--- src/hw/rtl/kls_pkg.sv ---
`timescale 1ns / 1ps
`default_nettype none
// ---------------------------------------------------------------------------
// kls_pkg: shared definitions of the k-th largest selector
// Field widths, parameter defaults, result constants and sequencer states.
// ---------------------------------------------------------------------------
package kls_pkg;

   localparam int unsigned SCORE_W       = 32;
   localparam int unsigned INDEX_OUT_W   = 16;
   localparam int unsigned RANK_W        = 3;
   localparam int unsigned MAX_RANKS_DEF = 8;
   localparam int unsigned MAX_ITEMS_DEF = 65536;

   localparam logic signed [SCORE_W-1:0] NOT_FOUND_SCORE = -32'sd1;
   localparam logic [INDEX_OUT_W-1:0]    NOT_FOUND_INDEX = '0;

   typedef enum logic [2:0] {
      ST_IDLE,
      ST_SCAN,
      ST_PLACE,
      ST_FINISH,
      ST_RESULT
   } state_type;

endpackage : kls_pkg
`default_nettype wire

--- src/hw/rtl/kth_largest_selector.sv ---
`timescale 1ns / 1ps
`default_nettype none
// ---------------------------------------------------------------------------
// kth_largest_selector: top-k buffer with rank selection
// Keeps the best MAX_RANKS scores of a set in descending order and, on the
// last request of the set, returns the score and arrival index at the
// configured rank.
// ---------------------------------------------------------------------------
// A request is accepted, then takes up to one compare-and-shift step per
//   kept entry before its score is placed or dropped; the last request of a
//   set adds a rank read and a result load. No new request is taken before
//   the last one is done: the single shared comparator steps through the
//   one-write, one-read buffer memory.
// Reset (synchronous, active high): sequencer idle, item count zero, rank 0,
//   no result pending; buffer contents are left as they are.
// ---------------------------------------------------------------------------
module kth_largest_selector #(
   parameter int unsigned MAX_RANKS = kls_pkg::MAX_RANKS_DEF,
   parameter int unsigned MAX_ITEMS = kls_pkg::MAX_ITEMS_DEF
) (
   input  wire                                    clock,
   input  wire                                    reset,
   // request channel
   input  wire                                    req_valid,
   output logic                                   req_stall,
   input  wire signed [kls_pkg::SCORE_W-1:0]      req_score_value,
   input  wire                                    req_last_item,
   // response channel
   output logic                                   rsp_valid,
   input  wire                                    rsp_stall,
   output logic                                   rsp_found,
   output logic signed [kls_pkg::SCORE_W-1:0]     rsp_chosen_score,
   output logic [kls_pkg::INDEX_OUT_W-1:0]        rsp_chosen_index,
   // configuration write channel
   input  wire                                    csr_valid,
   output logic                                   csr_ready,
   input  wire [kls_pkg::RANK_W-1:0]              csr_rank_wanted
);
   import kls_pkg::*;

   // buffer address, pointer (0..MAX_RANKS), index and count widths
   localparam int unsigned AW = (MAX_RANKS > 1) ? $clog2(MAX_RANKS) : 1;
   localparam int unsigned PW = $clog2(MAX_RANKS + 1);
   localparam int unsigned IW = $clog2(MAX_ITEMS);
   localparam int unsigned SW = $clog2(MAX_ITEMS + 1);

   // -------------------------------------------------------------------------
   // Buffer memory: descending scores with their arrival indices
   // -------------------------------------------------------------------------
   logic signed [SCORE_W-1:0] mem_score [MAX_RANKS];
   logic [IW-1:0]             mem_index [MAX_RANKS];

   logic                      wr_en;
   logic [AW-1:0]             wr_addr;
   logic signed [SCORE_W-1:0] wr_score;
   logic [IW-1:0]             wr_index;
   logic [AW-1:0]             rd_addr;
   logic signed [SCORE_W-1:0] rd_score_ff;
   logic [IW-1:0]             rd_index_ff;

   always_ff @(posedge clock) begin
      if (wr_en) begin
         mem_score[wr_addr] <= wr_score;
         mem_index[wr_addr] <= wr_index;
      end
      rd_score_ff <= mem_score[rd_addr];
      rd_index_ff <= mem_index[rd_addr];
   end

   // -------------------------------------------------------------------------
   // Sequencer and working registers
   // -------------------------------------------------------------------------
   state_type                 state_ff, state_in;
   logic [PW-1:0]             ptr_ff, ptr_in;        // slot being decided
   logic signed [SCORE_W-1:0] score_ff, score_in;    // incoming score
   logic [IW-1:0]             idx_ff, idx_in;        // its arrival index
   logic                      last_ff, last_in;
   logic [SW-1:0]             items_seen_ff, items_seen_in;
   logic [RANK_W-1:0]         rank_ff, rank_in;

   logic                      rsp_valid_ff, rsp_valid_in;
   logic                      rsp_found_ff, rsp_found_in;
   logic signed [SCORE_W-1:0] rsp_score_ff, rsp_score_in;
   logic [INDEX_OUT_W-1:0]    rsp_index_ff, rsp_index_in;

   logic                      req_take;
   logic [PW-1:0]             kept;
   logic                      kept_full;
   logic                      keep_old;   // kept entry stays ahead of new score
   logic                      slot_real;  // pointer addresses a real slot
   logic                      found;
   logic [AW-1:0]             rank_addr;
   logic                      out_free;
   logic                      load_rsp;
   state_type                 after_insert;

   assign req_stall = (state_ff != ST_IDLE);
   assign req_take  = req_valid && !req_stall;
   assign csr_ready = 1'b1;

   assign kept_full = (32'(items_seen_ff) >= 32'(MAX_RANKS));
   assign kept      = kept_full ? PW'(MAX_RANKS) : PW'(items_seen_ff);
   assign keep_old  = (rd_score_ff >= score_ff);
   assign slot_real = (32'(ptr_ff) < 32'(MAX_RANKS));
   assign found     = (32'(rank_ff) < 32'(items_seen_ff))
                   && (32'(rank_ff) < 32'(MAX_RANKS));
   assign rank_addr = found ? AW'(rank_ff) : '0;
   assign out_free  = !rsp_valid_ff || !rsp_stall;
   assign after_insert = last_ff ? ST_FINISH : ST_IDLE;

   always_ff @(posedge clock) begin
      if (reset) begin
         state_ff      <= ST_IDLE;
         items_seen_ff <= '0;
         rank_ff       <= '0;
         rsp_valid_ff  <= 1'b0;
      end else begin
         state_ff      <= state_in;
         items_seen_ff <= items_seen_in;
         rank_ff       <= rank_in;
         rsp_valid_ff  <= rsp_valid_in;
      end
   end

   always_ff @(posedge clock) begin
      ptr_ff       <= ptr_in;
      score_ff     <= score_in;
      idx_ff       <= idx_in;
      last_ff      <= last_in;
      rsp_found_ff <= rsp_found_in;
      rsp_score_ff <= rsp_score_in;
      rsp_index_ff <= rsp_index_in;
   end

   always_comb begin
      state_in      = state_ff;
      ptr_in        = ptr_ff;
      score_in      = score_ff;
      idx_in        = idx_ff;
      last_in       = last_ff;
      items_seen_in = items_seen_ff;
      rank_in       = (csr_valid && csr_ready) ? csr_rank_wanted : rank_ff;
      rsp_found_in  = rsp_found_ff;
      rsp_score_in  = rsp_score_ff;
      rsp_index_in  = rsp_index_ff;
      rsp_valid_in  = rsp_valid_ff && rsp_stall;
      wr_en         = 1'b0;
      wr_addr       = AW'(ptr_ff);
      wr_score      = score_ff;
      wr_index      = idx_ff;
      rd_addr       = '0;
      load_rsp      = 1'b0;

      unique case (state_ff)
         ST_IDLE: begin
            if (req_take) begin
               // latch the request, number it and count it
               score_in = req_score_value;
               last_in  = req_last_item;
               idx_in   = (32'(items_seen_ff) < 32'(MAX_ITEMS - 1))
                        ? IW'(items_seen_ff) : IW'(MAX_ITEMS - 1);
               if (32'(items_seen_ff) < 32'(MAX_ITEMS)) begin
                  items_seen_in = items_seen_ff + SW'(1);
               end
               ptr_in = kept;
               if (kept == '0) begin
                  state_in = ST_PLACE;
               end else begin
                  // fetch the last kept entry for the first compare
                  rd_addr  = AW'(kept - PW'(1));
                  state_in = ST_SCAN;
               end
            end
         end

         ST_SCAN: begin
            // rd_*_ff holds the entry just ahead of slot ptr_ff
            if (keep_old) begin
               // new score settles at ptr_ff, or drops if beyond the buffer
               wr_en    = slot_real;
               state_in = after_insert;
            end else begin
               // shift the smaller entry back one slot, advance forward
               wr_en    = slot_real;
               wr_score = rd_score_ff;
               wr_index = rd_index_ff;
               ptr_in   = ptr_ff - PW'(1);
               if (ptr_ff == PW'(1)) begin
                  state_in = ST_PLACE;
               end else begin
                  rd_addr = AW'(ptr_ff - PW'(2));
               end
            end
         end

         ST_PLACE: begin
            // new score goes to the head slot
            wr_en    = 1'b1;
            state_in = after_insert;
         end

         ST_FINISH: begin
            rd_addr  = rank_addr;
            state_in = ST_RESULT;
         end

         ST_RESULT: begin
            // hold the read address so the read data stays put while waiting
            rd_addr = rank_addr;
            if (out_free) begin
               load_rsp      = 1'b1;
               rsp_valid_in  = 1'b1;
               rsp_found_in  = found;
               rsp_score_in  = found ? rd_score_ff : NOT_FOUND_SCORE;
               rsp_index_in  = found ? INDEX_OUT_W'(rd_index_ff) : NOT_FOUND_INDEX;
               items_seen_in = '0;
               state_in      = ST_IDLE;
            end
         end

         default: begin
            state_in = ST_IDLE;
         end
      endcase
   end

   assign rsp_valid        = rsp_valid_ff;
   assign rsp_found        = rsp_found_ff;
   assign rsp_chosen_score = rsp_score_ff;
   assign rsp_chosen_index = rsp_index_ff;

   // -------------------------------------------------------------------------
   // Assertions
   // -------------------------------------------------------------------------
   a_scan_ptr_range: assert property (@(posedge clock) disable iff (reset)
      (state_ff == ST_SCAN) |-> (ptr_ff != '0) && (32'(ptr_ff) <= 32'(MAX_RANKS)))
      else $error("scan pointer out of range");

   a_count_sat: assert property (@(posedge clock) disable iff (reset)
      32'(items_seen_ff) <= 32'(MAX_ITEMS))
      else $error("item count beyond saturation");

   a_not_found_payload: assert property (@(posedge clock) disable iff (reset)
      (rsp_valid_ff && !rsp_found_ff)
         |-> (rsp_score_ff == NOT_FOUND_SCORE) && (rsp_index_ff == NOT_FOUND_INDEX))
      else $error("not-found response carries a payload");

   a_set_clears: assert property (@(posedge clock) disable iff (reset)
      load_rsp |=> (items_seen_ff == '0) && (state_ff == ST_IDLE) && rsp_valid_ff)
      else $error("set did not clear after response");

   a_no_busy_result: assert property (@(posedge clock) disable iff (reset)
      (state_ff == ST_RESULT) && !out_free |=> (state_ff == ST_RESULT))
      else $error("result lost while response was stalled");

endmodule : kth_largest_selector
`default_nettype wire

--- config.mk ---
export PLATFORM = sky130hd
export DESIGN_NAME = kth_largest_selector
export DESIGN_NICKNAME = d
export VERILOG_FILES = /design/src/hw/rtl/kls_pkg.sv /design/src/hw/rtl/kth_largest_selector.sv
export SDC_FILE = /design/constraint.sdc
export NUM_CORES = 1
export LEC_CHECK = 0
export BUFFER_PORTS_ARGS = -buffer_cell sky130_fd_sc_hd__buf_2
export CORE_ASPECT_RATIO = 0.75
export CORE_MARGIN = 2
export CORE_UTILIZATION = 40
export CTS_CLUSTER_DIAMETER = 30
export CTS_CLUSTER_SIZE = 12
export DETAILED_ROUTE_END_ITERATION = 6
export PLACE_DENSITY_LB_ADDON = 0.05
export SLEW_MARGIN = 25
export SYNTH_ARGS = -nofsm -noshare
export SYNTH_HDL_FRONTEND = slang
export SYNTH_SLANG_ARGS = --single-unit
--- constraint.sdc ---
create_clock -name clock -period 4.75 [get_ports clock]
set_input_delay 0.95 -clock clock [delete_from_list [all_inputs] [get_ports clock]]
set_output_delay 0.95 -clock clock [all_outputs]
set_load 0.1 [all_outputs]
# After elaboration in Yosys (flattened, before gate mapping)
# Memories as Yosys holds them, arrays and structs flattened. A register that Yosys moved wholly into a read port is not among the register bits.
# Cells that the tools add are included.
# word_totals
reg_bits	126
mem_bits_rw	384
input_bits	41
out_inout_bits	52
word_cells	80
mem_count	2
# memory_table
memory	words	width	rd	rd_clocked_by_memory_dff	wr	line	source
mem_score	8	32	1	1	1	kth_largest_selector.sv:50	logic signed [SCORE_W-1:0] mem_score [MAX_RANKS];
mem_index	8	16	1	1	1	kth_largest_selector.sv:51	logic [IW-1:0] mem_index [MAX_RANKS];
# op_classes
add_sub_neg	4
order_cmp	6
eq_ne	10
mux	30
reduce_logical	17
# op_table
cell	n
32-bit 2-to-1 mux	2
17-bit 2-to-1 mux	3
17-bit one-hot mux with 2 select lines	1
32-bit >= comparator	1
16-bit 2-to-1 mux	2
3-bit 2-to-1 mux	9
17-bit by 1-bit adder with 17-bit output, second input constant	1
17-bit by 4-bit >= comparator with 1-bit output, second input constant	1
17-bit by 16-bit less-than comparator with 1-bit output, second input constant	1
17-bit less-than comparator, second input constant	1
3-bit by 17-bit less-than comparator with 1-bit output	1
3-bit one-hot mux with 5 select lines	1
4-bit 2-to-1 mux	3
3-bit one-hot mux with 3 select lines	1
2-bit != test, second input constant	4
4-bit one-hot mux with 2 select lines	1
3-bit by 2-bit == test with 1-bit output, second input constant	2
3-bit AND reduction	2
4-bit by 1-bit == test with 1-bit output, second input constant	1
4-bit zero test	1
4-bit less-than comparator, second input constant	1
1-bit 2-to-1 mux	4
2-bit 2-to-1 mux	2
2-bit AND reduction	2
15 further kinds	19

# Longest topological paths before layout
# Gate-level depths: netlist of run 1.
# depth
word_depth	6
mapped_depth	15
ltp_nobuf	12

# Least setup slack after synthesis of run 1
# No wires, ideal clock.
# synth_path
path_kind	reg-to-reg
startpoint	register state_ff[0]
endpoint	register rd_score_ff[10], read port of mem_score
setup_ps	121
arrival_time_ps	5016
required_ps	4629
path_slack_ps	-387
path_stages_with_launch	11
path_buffers	4
period_less_slack_ps	5137
path_cell_list	dfxtp_1 -> clkbuf_1 -> or3_1 -> nor2_1 -> o21ai_0 -> o22ai_1 -> or3_1 -> buf_2 -> buf_6 -> buf_6 -> mux2_4
# synth_via
elab_chain_cells	5
elab_cells_between_ends	10
classes_between	3 x eq/ne; 2 x mux; 5 x reduce/logical
# synth_rtl
item	line	source
start, declared	kth_largest_selector.sv:73	state_type state_ff, state_in;
start signal, assigned	kth_largest_selector.sv:118	state_ff <= state_in;
3-bit nonzero test	kth_largest_selector.sv:97	assign req_stall = (state_ff != ST_IDLE);
named net req_stall	kth_largest_selector.sv:25	output logic req_stall,
1-bit zero test	kth_largest_selector.sv:98	assign req_take = req_valid && !req_stall;
1-bit logical AND	kth_largest_selector.sv:98	
3-bit 2-to-1 mux	kth_largest_selector.sv:156	if (req_take) begin
3-bit one-hot mux with 3 select lines	kth_largest_selector.sv:154	unique case (state_ff)
end, declared	kth_largest_selector.sv:58	logic signed [SCORE_W-1:0] rd_score_ff;
# The timed path passes the listed nets, and every way through them passes these cells.
# A chain may end at the register's enable or synchronous reset.

# Worst setup path after layout of run 1
# layout_path
startpoint	register score_ff[31]
endpoint	memory mem_score[1][12], data pin
# layout_via
elab_chain_cells	3
# layout_rtl
item	line	source
start, declared	kth_largest_selector.sv:75	logic signed [SCORE_W-1:0] score_ff, score_in;
start signal, assigned	kth_largest_selector.sv:127	score_ff <= score_in;
32-bit >= comparator	kth_largest_selector.sv:103	assign keep_old = (rd_score_ff >= score_ff);
32-bit 2-to-1 mux	kth_largest_selector.sv:178	if (keep_old) begin
32-bit 2-to-1 mux	kth_largest_selector.sv:154	
named net wr_score[12]	kth_largest_selector.sv:55	logic signed [SCORE_W-1:0] wr_score;
end, declared	kth_largest_selector.sv:50	
# The timed path passes the listed nets, and every way through them passes these cells.

==> run summary, run 1 <==
Total leakage power: 10.86 nW
Vias per std cell: 5.058
Fmax: 230.9 MHz
GPL Wtd Cong: 0.7417
Setup tns final: 0 ns
Clock skew: 0.02077 ns
Slowest stage cell, crit path: nor4_1
Crit path max fanout: 25
Crit path time final: 4.331 ns
Netlist Area Pre-Place: 22480 µm²
CORE AREA: 55740 µm²
Syn_area_per_cell: 16.86 µm²
Clk Latency, worst-skew pair: 0.65 ns
Num ports: 93
Seq/Total Area, Yosys: 71.33%
Cts-stage hold buffer count: 0
Num CTS Buffers: 117
Post-CTS Setup Bufs: 0
Most frequent cells in the layout: edfxtp_1, mux2i_1, clkbuf_16
FF-to-FF path depth: 11
Warnings from Yosys: 0
EDFF count, synth: 486
PortBufs: 91
CP Launch Type: flop
Syn nets: 1418
Gr ovfl total: 0
Share of cells above drive strength 1: 25.74%
Wire per inst: 23.30 µm
Pwr Density: 733.5 nW/µm²
Critical Setup Path Class: reg -> reg
Largest net degree at the start of global routing: 78
CP peak stage delay: 0.78 ns
Hold depth: 1
Die Y: 209.3 µm
Die area: 58130 µm²
WP data required: 5.09 ns
P&R area growth vs syn: 24.05%
Synth Register Bits: 558
# rows: 75
DRT antenna net count: 0
Vias in the first global route: 12270
Vias post-DR: 11900
Design Area, Final: 27890 µm²
P_sw: 6.175 mW
Nets@finish: 1601
Status: complete, no violations
Global-route wire length before repair: 81610 µm
Power share of the clock group: 39.9%
DR pass1 iterations: 5
CTS max path bufs: 3
Netlist cell types: 58
Internal: 14.28 mW
Initial antenna violation count: 1
Max_slew headroom: 35.46%
Die width: 277.7 µm
CTS tree: done
Crit end category: flop
Peak VDD IR: 0.0004780 V
Syn Inst Count: 1333
Clock transition at path regs: 0.05 ns
CTS-repair resized insts: 0
Slew Viols, Final: 0
Post-route clock period utilization: 91.18%
Switching Share: 30.19%
Worst Path Arrival: 4.67 ns
Unrepaired setup endpoints after global routing: false
Worst Tran Pin Value: 0.9681 ns
Setup violators final: 0
Area after DPL: 23840 µm²
Initial Utilization: 40.33%
Max Cap Viol: 0
Type of the tightest min-delay check: in -> reg
Number of DRC markers in iteration 0: 876
Critical path, cell by cell: inv_1 -> ha_1 -> nand4_1 -> nor4_1 -> o41a_1 -> or3_1 -> and2_1 -> nand2_1 -> nor2_4 -> buf_12 -> mux2_1
Detailed Route WL: 54800 µm
Commonest non-fill, non-tap cell in the layout: edfxtp_1
Sequential share of power: 35.0%
Post-synth ARST share: 0%
Clk sinks: 558
Comb pwr share: 25.1%
H-Tree Depth: 3
DP Wirelength: 31970 µm
Overall routing resource usage: 19.13%
Root Driver: clkbuf_16
Main synth FF type: edfxtp_1
Fin. Hold Viols: 0
DRC: 0
==> per-layer routing <==
metal  global-route usage (%)  vias up  wire [µm]
li1                         -     5553          -
met1                    28.74     6006      27720
met2                    27.84      265      23820
met3                    4.308       73       2428
met4                    5.294        0        827
met5                        0        -          0
==> registers in the layout, indices dropped and copies added (netlist names), 3 cells and up <==
name	flops
mem_score	256
items_seen_ff	17
rank_ff	3
score_ff	32
idx_ff	16
rd_score_ff	32
rd_index_ff	16
state_ff	3
ptr_ff	4
mem_index	128
rsp_chosen_score	32
rsp_chosen_index	16
==> area by class of cell <==
cell class / instances / area (µm²)
Antenna cell: 1 / 2.502
Clock buffer: 153 / 3196
Clock inverter: 70 / 830.8
Fill cell: 4720 / 27860
Inverter: 42 / 157.7
Multi-Input combinational cell: 672 / 5963
Sequential cell: 558 / 16040
Tap cell: 731 / 914.6
Timing Repair Buffer: 125 / 785.8
==> cells by family (layout without fill, tap and decap cells) <==
logic type / Yosys count / in the layout / share of synthesized area [%]
buf+inv: 103 / 390 / 2.382
mux: 296 / 296 / 13.71
other cells: 1 / 2 / 0.01668
xor+xnor: 16 / 16 / 0.6234
simple gates: 197 / 197 / 4.898
fa+ha+maj: 44 / 44 / 2.449
compound gates: 118 / 118 / 4.586
flops: 558 / 558 / 71.33
==> metrics by stage <==
stage	hold WS, ns	instances	setup slack, ns	util [%]	power [mW]
after global placement	0.5243	2127	0.4680	42.76	12.38
after global routing	0.4365	2351	0.1966	50.02	21.42
final	0.4807	2352	0.4189	50.03	20.45
after floorplan	0.4744	1333	0.3940	-	10.77
after detailed placement	0.5400	2127	0.3903	42.76	12.44
after CTS	0.4374	2350	0.3863	49.99	20.70
==> Yosys cell counts, drive strengths merged (2+ instances only) <==
library cell  number  area share, %
or2               18           0.50
and3               3          0.083
o22ai              2          0.056
a21oi             22           0.49
o221ai            31            1.8
o211ai             2          0.067
inv               42           0.70
nor4               7           0.19
o22a              31            1.2
a41oi              3           0.15
xnor2              5           0.19
nor2              33           0.55
mux2              65            3.4
dfxtp             72            6.4
nand3             17           0.38
a211oi             3           0.10
o21ai             12           0.27
a21o               4           0.13
xor2              11           0.43
ha                44            2.4
nand4             10           0.28
or3                5           0.14
nand3b             3           0.16
edfxtp           486             65
mux2i            231             10
nand2b            37            1.1
clkbuf            15           0.27
nor2b              2          0.056
nand2             24           0.40
and2              27           0.75
nor3               8           0.23
buf               46            1.4
==> power by group through the flow <==
stage	sequential, mW	clock [mW]	combinational [mW]
2_1_floorplan	7.10	0	3.67
3_3_place_gp	7.24	0	5.14
3_5_place_dp	7.24	0	5.20
4_1_cts	7.16	8.31	5.23
5_1_grt	7.23	8.57	5.62
6_report	7.15	8.17	5.13
==> worst max-delay path: cells and delay by family, from the launching register on <==
family          cells  cell delay (ns)
simple gates        6             1.99
mux                 1             0.47
fa+ha+maj           1             0.42
compound gates      1             0.41
flops               1             0.38
buf+inv             2             0.34
==> path summary, 6_finish.rpt <==
kind | startpoint | end | slack [ns]
worst min register to register | items_seen_ff[9] | items_seen_ff[9] | 0.54
worst max register to register | score_ff[31] | mem_score[1][12] | 0.42
worst min-delay path | req_score_value[23] | score_ff[23] | 0.48
worst max-delay path | score_ff[31] | mem_score[1][12] | 0.42
(Power assumes the default switching activity.)
==> run 2, diff against run 1 <==
- CORE_ASPECT_RATIO: 0.75 -> 0.7
==> run 2 against run 1 <==
Compared with the run above: power is 4.8% lower; clock-buffer cell count is 13 lower; clock power is 12% lower; non-clock buffer count is 3 lower; core utilization is 0.64 points lower; global-route usage is 0.43 points lower; combinational power hardly changed.
==> run summary, run 2 (synthesis results as in run 1) <==
Clk Latency, worst-skew pair: 0.63 ns (-0.02 ns)
GPL Wtd Cong: 0.7773 (+4.8%)
Top Registers: mem_score (256), mem_index (128)
Biggest register: mem_score
Peak VDD IR: 0.0004840 V (+1.3%)
Comb pwr share: 26.3% (+1.2 points)
FF-to-FF path depth: 12 (+1)
Gr ovfl total: 0 (unchanged)
Power share of the clock group: 36.8% (-3.1 points)
Clock skew: 0.01732 ns (-0.003443 ns)
Most frequent cells in the layout: edfxtp_1, mux2i_1, clkbuf_16
Die Y: 202.3 µm (-3.3%)
Commonest non-fill, non-tap cell in the layout: edfxtp_1
Vias per std cell: 5.064 (+0.11%)
Num ports: 93 (unchanged)
H-Tree Depth: 3 (unchanged)
Internal: 13.45 mW (-5.8%)
Setup violators final: 0 (unchanged)
Worst Setup EP: rd_score_ff[25]
DRT antenna net count: 0 (unchanged)
Unrepaired setup endpoints after global routing: false
Pwr Density: 711.3 nW/µm² (-3.0%)
Nets@finish: 1585 (-1.0%)
Type of the tightest min-delay check: in -> reg
Number of DRC markers in iteration 0: 749 (-14%)
Sequential share of power: 36.9% (+1.9 points)
Worst Tran Pin Value: 0.9499 ns (-0.01829 ns)
Detailed Route WL: 53680 µm (-2.0%)
Crit path time final: 4.060 ns (-0.2715 ns)
Post-CTS Setup Bufs: 0 (unchanged)
Met1 Usage GRT: 28.48% (-0.26 points)
Antenna Cells: 0 (-1)
Crit path max fanout: 61 (+140%)
# rows: 72 (-4.0%)
Met3 Usage GRT: 3.589% (-0.72 points)
CTS max path bufs: 3 (unchanged)
Initial Utilization: 40.57% (+0.25 points)
CP Launch Type: flop
Fin. Hold Viols: 0 (unchanged)
Clk sinks: 558 (unchanged)
Vias post-DR: 11800 (-0.82%)
Cts-stage hold buffer count: 0 (unchanged)
GR Util met2: 26.87% (-0.97 points)
Fill count: 4735 (+0.32%)
Wire per inst: 23.04 µm (-1.1%)
Largest net degree at the start of global routing: 75 (-3.8%)
WP data required: 5.27 ns (+0.18 ns)
DRC: 0 (unchanged)
CTS tree: done
Critical Setup Path Class: reg -> reg
RR Endpoint: rd_score_ff[25]
Root Driver: clkbuf_16
Worst Path Arrival: 4.58 ns (-0.09 ns)
P_sw: 6.011 mW (-2.7%)
Total leakage power: 10.57 nW (-2.7%)
Crit path launch: score_ff[31]
Crit end category: flop
Vias in the first global route: 12220 (-0.47%)
Die width: 287.3 µm (+3.5%)
Fmax: 246.3 MHz (+6.7%)
Post-route clock period utilization: 85.47% (-5.7 points)
DP Wirelength: 30550 µm (-4.4%)
Busiest layer in global routing: met1
Overall routing resource usage: 18.70% (-0.43 points)
Total area of sequential cells: 16040 µm² (unchanged)
Critical R2R Launch: score_ff[31]
Initial antenna violation count: 0 (-1)
DR pass1 iterations: 5 (unchanged)
Max_slew headroom: 36.68% (+1.2 points)
Startpoint of the worst hold path: req_score_value[9]
Share of cells above drive strength 1: 23.96% (-1.8 points)
P&R area growth vs syn: 21.72%
Max Cap Viol: 0 (unchanged)
Max reg flops: 256 (unchanged)
Switching Share: 30.88% (+0.69 points)
Global-route wire length before repair: 79380 µm (-2.7%)
Status: complete, no violations
CTS-repair resized insts: 0 (unchanged)
Slew Viols, Final: 0 (unchanged)
PortBufs: 91 (unchanged)
Num CTS Buffers: 104 (-11%)
R2r setup slk: 0.69 ns (+0.27 ns)
CORE AREA: 55400 µm² (-0.61%)
Setup tns final: 0 ns (unchanged)
Pwr Total: 19.46 mW (-4.8%)
Die area: 58140 µm² (about the same)
Area of the multi-input gates: 5962 µm² (about the same)
Clock transition at path regs: 0.05 ns (about the same)
-- run 2: final cells by class --
class	count	area share [%]
inverter	42	0.5762
timing repair buffer	122	3.000
sequential	558	58.61
clock buffer	140	10.34
tap	740	3.384
clock inverter	56	2.305
multi-input combinational	672	21.79
-- run 2: layer usage --
metal  routed length (µm)  share of wire, %
met5                    0                 0
met1                27250                51
met3                 1936               3.6
met2                23400                44
met4                 1087               2.0
-- run 2: power by group through the flow --
stage / sequential, mW / combinational (mW) / clock [mW]
finish: 7.18 / 5.12 / 7.16
global route: 7.25 / 5.57 / 7.53
CTS: 7.19 / 5.20 / 7.29
detailed placement: 7.27 / 5.17 / 0
global placement: 7.28 / 5.11 / 0
floorplan: 7.10 / 3.67 / 0
-- run 2: per-stage QoR --
step | area [µm²] | util, % | setup slack, ns | std cells | hold slack (ns)
finish | 27360 | 49.39 | 0.6904 | 2330 | 0.4935
global route | 27360 | 49.39 | 0.4485 | 2330 | 0.4589
CTS | 27330 | 49.34 | 0.7028 | 2329 | 0.4484
detailed placement | 23870 | 43.09 | 0.7295 | 2133 | 0.5352
global placement | 23870 | 43.09 | 0.7814 | 2133 | 0.5299
floorplan | 22480 | - | 0.3940 | 1333 | 0.4744
-- run 2: worst min path at each step --
stage,end,slack [ns],depth (start not counted)
2_1_floorplan,rank_ff[0],0.47,2
3_3_place_gp,items_seen_ff[9],0.53,2
3_5_place_dp,rsp_chosen_score[4],0.54,1
4_1_cts,score_ff[9],0.45,1
5_1_grt,score_ff[19],0.46,1
6_report,score_ff[9],0.49,1
-- run 2: worst max-delay path: stages, from the launching register on --
cell and delay, ns:
edfxtp_1 0.33, inv_1 0.05, ha_1 0.42, nand4_1 0.27
nor4_1 0.66, o41a_1 0.42, o21ai_1 0.18, a41oi_4 0.29
buf_12 0.39, buf_4 0.28, mux2i_1 0.21, mux2i_1 0.09
mux2_4 0.28
==> run 3, diff against run 2 <==
- CORE_UTILIZATION: 40 -> 55
==> run 3 against run 2 <==
Compared with the run above: power decreased by 5.2%; largest power group unchanged; wire length fell by 8.0%; critical endpoint is now mem_score[4][13]; setup slack got worse by 0.36 ns; sequential cell count stayed put; combinational power is 2% lower; fmax shrank 8.1%; critical path depth fell by 1.
==> run summary, run 3 (synthesis results as in run 1) <==
Setup violators final: 0 (unchanged)
R2r setup slk: 0.33 ns (-0.36 ns)
Number of DRC markers in iteration 0: 950 (+27%)
Slew Viols, Final: 0 (unchanged)
Cts-stage hold buffer count: 0 (unchanged)
CORE AREA: 39990 µm² (-28%)
H-Tree Depth: 3 (unchanged)
Die width: 245.6 µm (-15%)
Die Y: 173.1 µm (-14%)
Non-Filler Instances: 2093 (-10%)
# rows: 61 (-15%)
Post-CTS Setup Bufs: 0 (unchanged)
Wire per inst: 23.60 µm (+2.4%)
Pwr Density: 694.7 nW/µm² (-2.3%)
Design Area, Final: 26550 µm² (-3.0%)
Area after DPL: 23620 µm² (-1.1%)
Biggest register: mem_score
Num CTS Buffers: 85 (-18%)
Nets@finish: 1572 (-0.82%)
Overall routing resource usage: 23.68% (+5.0 points)
Most frequent cells in the layout: edfxtp_1, mux2i_1, buf_2
DRC: 0 (unchanged)
DRT antenna net count: 0 (unchanged)
Clock skew: 0.02124 ns (+0.003917 ns)
CTS tree: done
DR pass1 iterations: 5 (unchanged)
Commonest non-fill, non-tap cell in the layout: edfxtp_1
Share of cells above drive strength 1: 23.81% (-0.15 points)
Critical path, cell by cell: inv_1 -> ha_1 -> nand4_1 -> nor4_1 -> o41a_1 -> or3_1 -> and2_1 -> nand2_1 -> nor2_4 -> buf_12 -> mux2_1
Max reg flops: 256 (unchanged)
Detailed Route WL: 49400 µm (-8.0%)
Worst Tran Pin Value: 1.056 ns (+0.1061 ns)
Clk sinks: 558 (unchanged)
Fin Hold WS: 0.5217 ns (+0.02811 ns)
WP data required: 5.04 ns (-0.23 ns)
DP Wirelength: 28380 µm (-7.1%)
Crit path time final: 4.416 ns (+0.3564 ns)
Cell count after placement: 1935 (-9.3%)
Type of the tightest min-delay check: in -> reg
Slowest stage cell, crit path: nor4_1
Status: complete, no violations
P&R area growth vs syn: 18.11%
Initial Utilization: 56.21% (+16 points)
Total leakage power: 10.31 nW (-2.4%)
Vias in the first global route: 11770 (-3.7%)
Global-route wire length before repair: 74290 µm (-6.4%)
Unrepaired setup endpoints after global routing: false
Crit end category: flop
Clock transition at path regs: 0.05 ns (about the same)
Die area: 42530 µm² (-27%)
Root Driver: clkbuf_16
Setup tns final: 0 ns (unchanged)
Vias post-DR: 11860 (+0.50%)
CP peak stage delay: 0.83 ns (+0.17 ns)
Clk Latency, worst-skew pair: 0.60 ns (-0.03 ns)
Top Registers: mem_score (256), mem_index (128)
CTS-repair resized insts: 0 (unchanged)
Critical Setup Path Class: reg -> reg
Max Cap Viol: 0 (unchanged)
CTS max path bufs: 3 (unchanged)
CP Launch Type: flop
Worst Path Buf+Inv: 2 (-1)
Post-route clock period utilization: 92.97% (+7.5 points)
Top Family by Delay on Critical Path: simple AND/OR/NAND/NOR gates
Num ports: 93 (unchanged)
Peak VDD IR: 0.0003470 V (-28%)
Antenna Cells: 0 (unchanged)
PortBufs: 91 (unchanged)
Max_slew headroom: 29.60% (-7.1 points)
Fin. Hold Viols: 0 (unchanged)
Gr ovfl total: 0 (unchanged)
Initial antenna violation count: 1 (+1)
Largest net degree at the start of global routing: 54 (-28%)
Worst Path Arrival: 4.71 ns (+0.13 ns)
GPL Wtd Cong: 0.7908 (+1.7%)
Fmax: 226.4 MHz (-8.1%)
Vias per std cell: 5.666 (+12%)
Crit path max fanout: 30 (-51%)
[run 3: cell count changes in the layout (fill, tap and decap cells not counted), moves of 5 or more]
cell       previous run  this run
clkbuf_16           105        88
clkbuf_1             28        13
buf_4                21        33
clkinv_1             11         4
inv_6                 5        12
buf_12                9         3
clkinv_2             15        10
[run 3: layout make-up]
class                   instances  area, µm²
clock inverters                51      598.1
clock buffers                 107       2333
fillers                      2749      13440
flip-flops and latches        558      16040
repair buffers                128      790.8
well taps                     535      669.4
multi-input cells             672       5964
inverters                      42      157.7
[run 3: worst paths after layout]
kind / startpoint / to / depth (start not counted)
max: score_ff[31] / mem_score[4][13] / 11
min: req_score_value[25] / score_ff[25] / 1
max reg2reg: score_ff[31] / mem_score[4][13] / 11
min reg2reg: rank_ff[2] / rank_ff[2] / 2
[run 3: per-stage QoR]
| step | setup slack, ns | util [%] | power, mW |
|---|---|---|---|
| 2_1_floorplan | 0.3940 | - | 10.77 |
| 3_3_place_gp | 0.6300 | 58.98 | 12.18 |
| 3_5_place_dp | 0.4746 | 59.05 | 12.25 |
| 4_1_cts | 0.4467 | 66.38 | 18.57 |
| 5_1_grt | 0.1323 | 66.38 | 19.23 |
| 6_report | 0.3340 | 66.38 | 18.44 |
[run 3: layer usage]
metal	vias up	global-route usage (%)	routed length, µm
met5	-	0	13
met4	2	6.641	901
met3	70	4.579	3074
met2	374	35.41	22420
met1	5944	35.59	22990
li1	5468	-	-
[run 3: report_power, final]
part | switching, mW | leakage [nW] | total [mW] | internal, mW
logic | 3.09 | 3.87 | 5.03 | 1.94
clock network | 2.23 | 1.41 | 6.29 | 4.06
registers | 0.410 | 5.03 | 7.13 | 6.72
total | 5.73 | 10.3 | 18.4 | 12.7
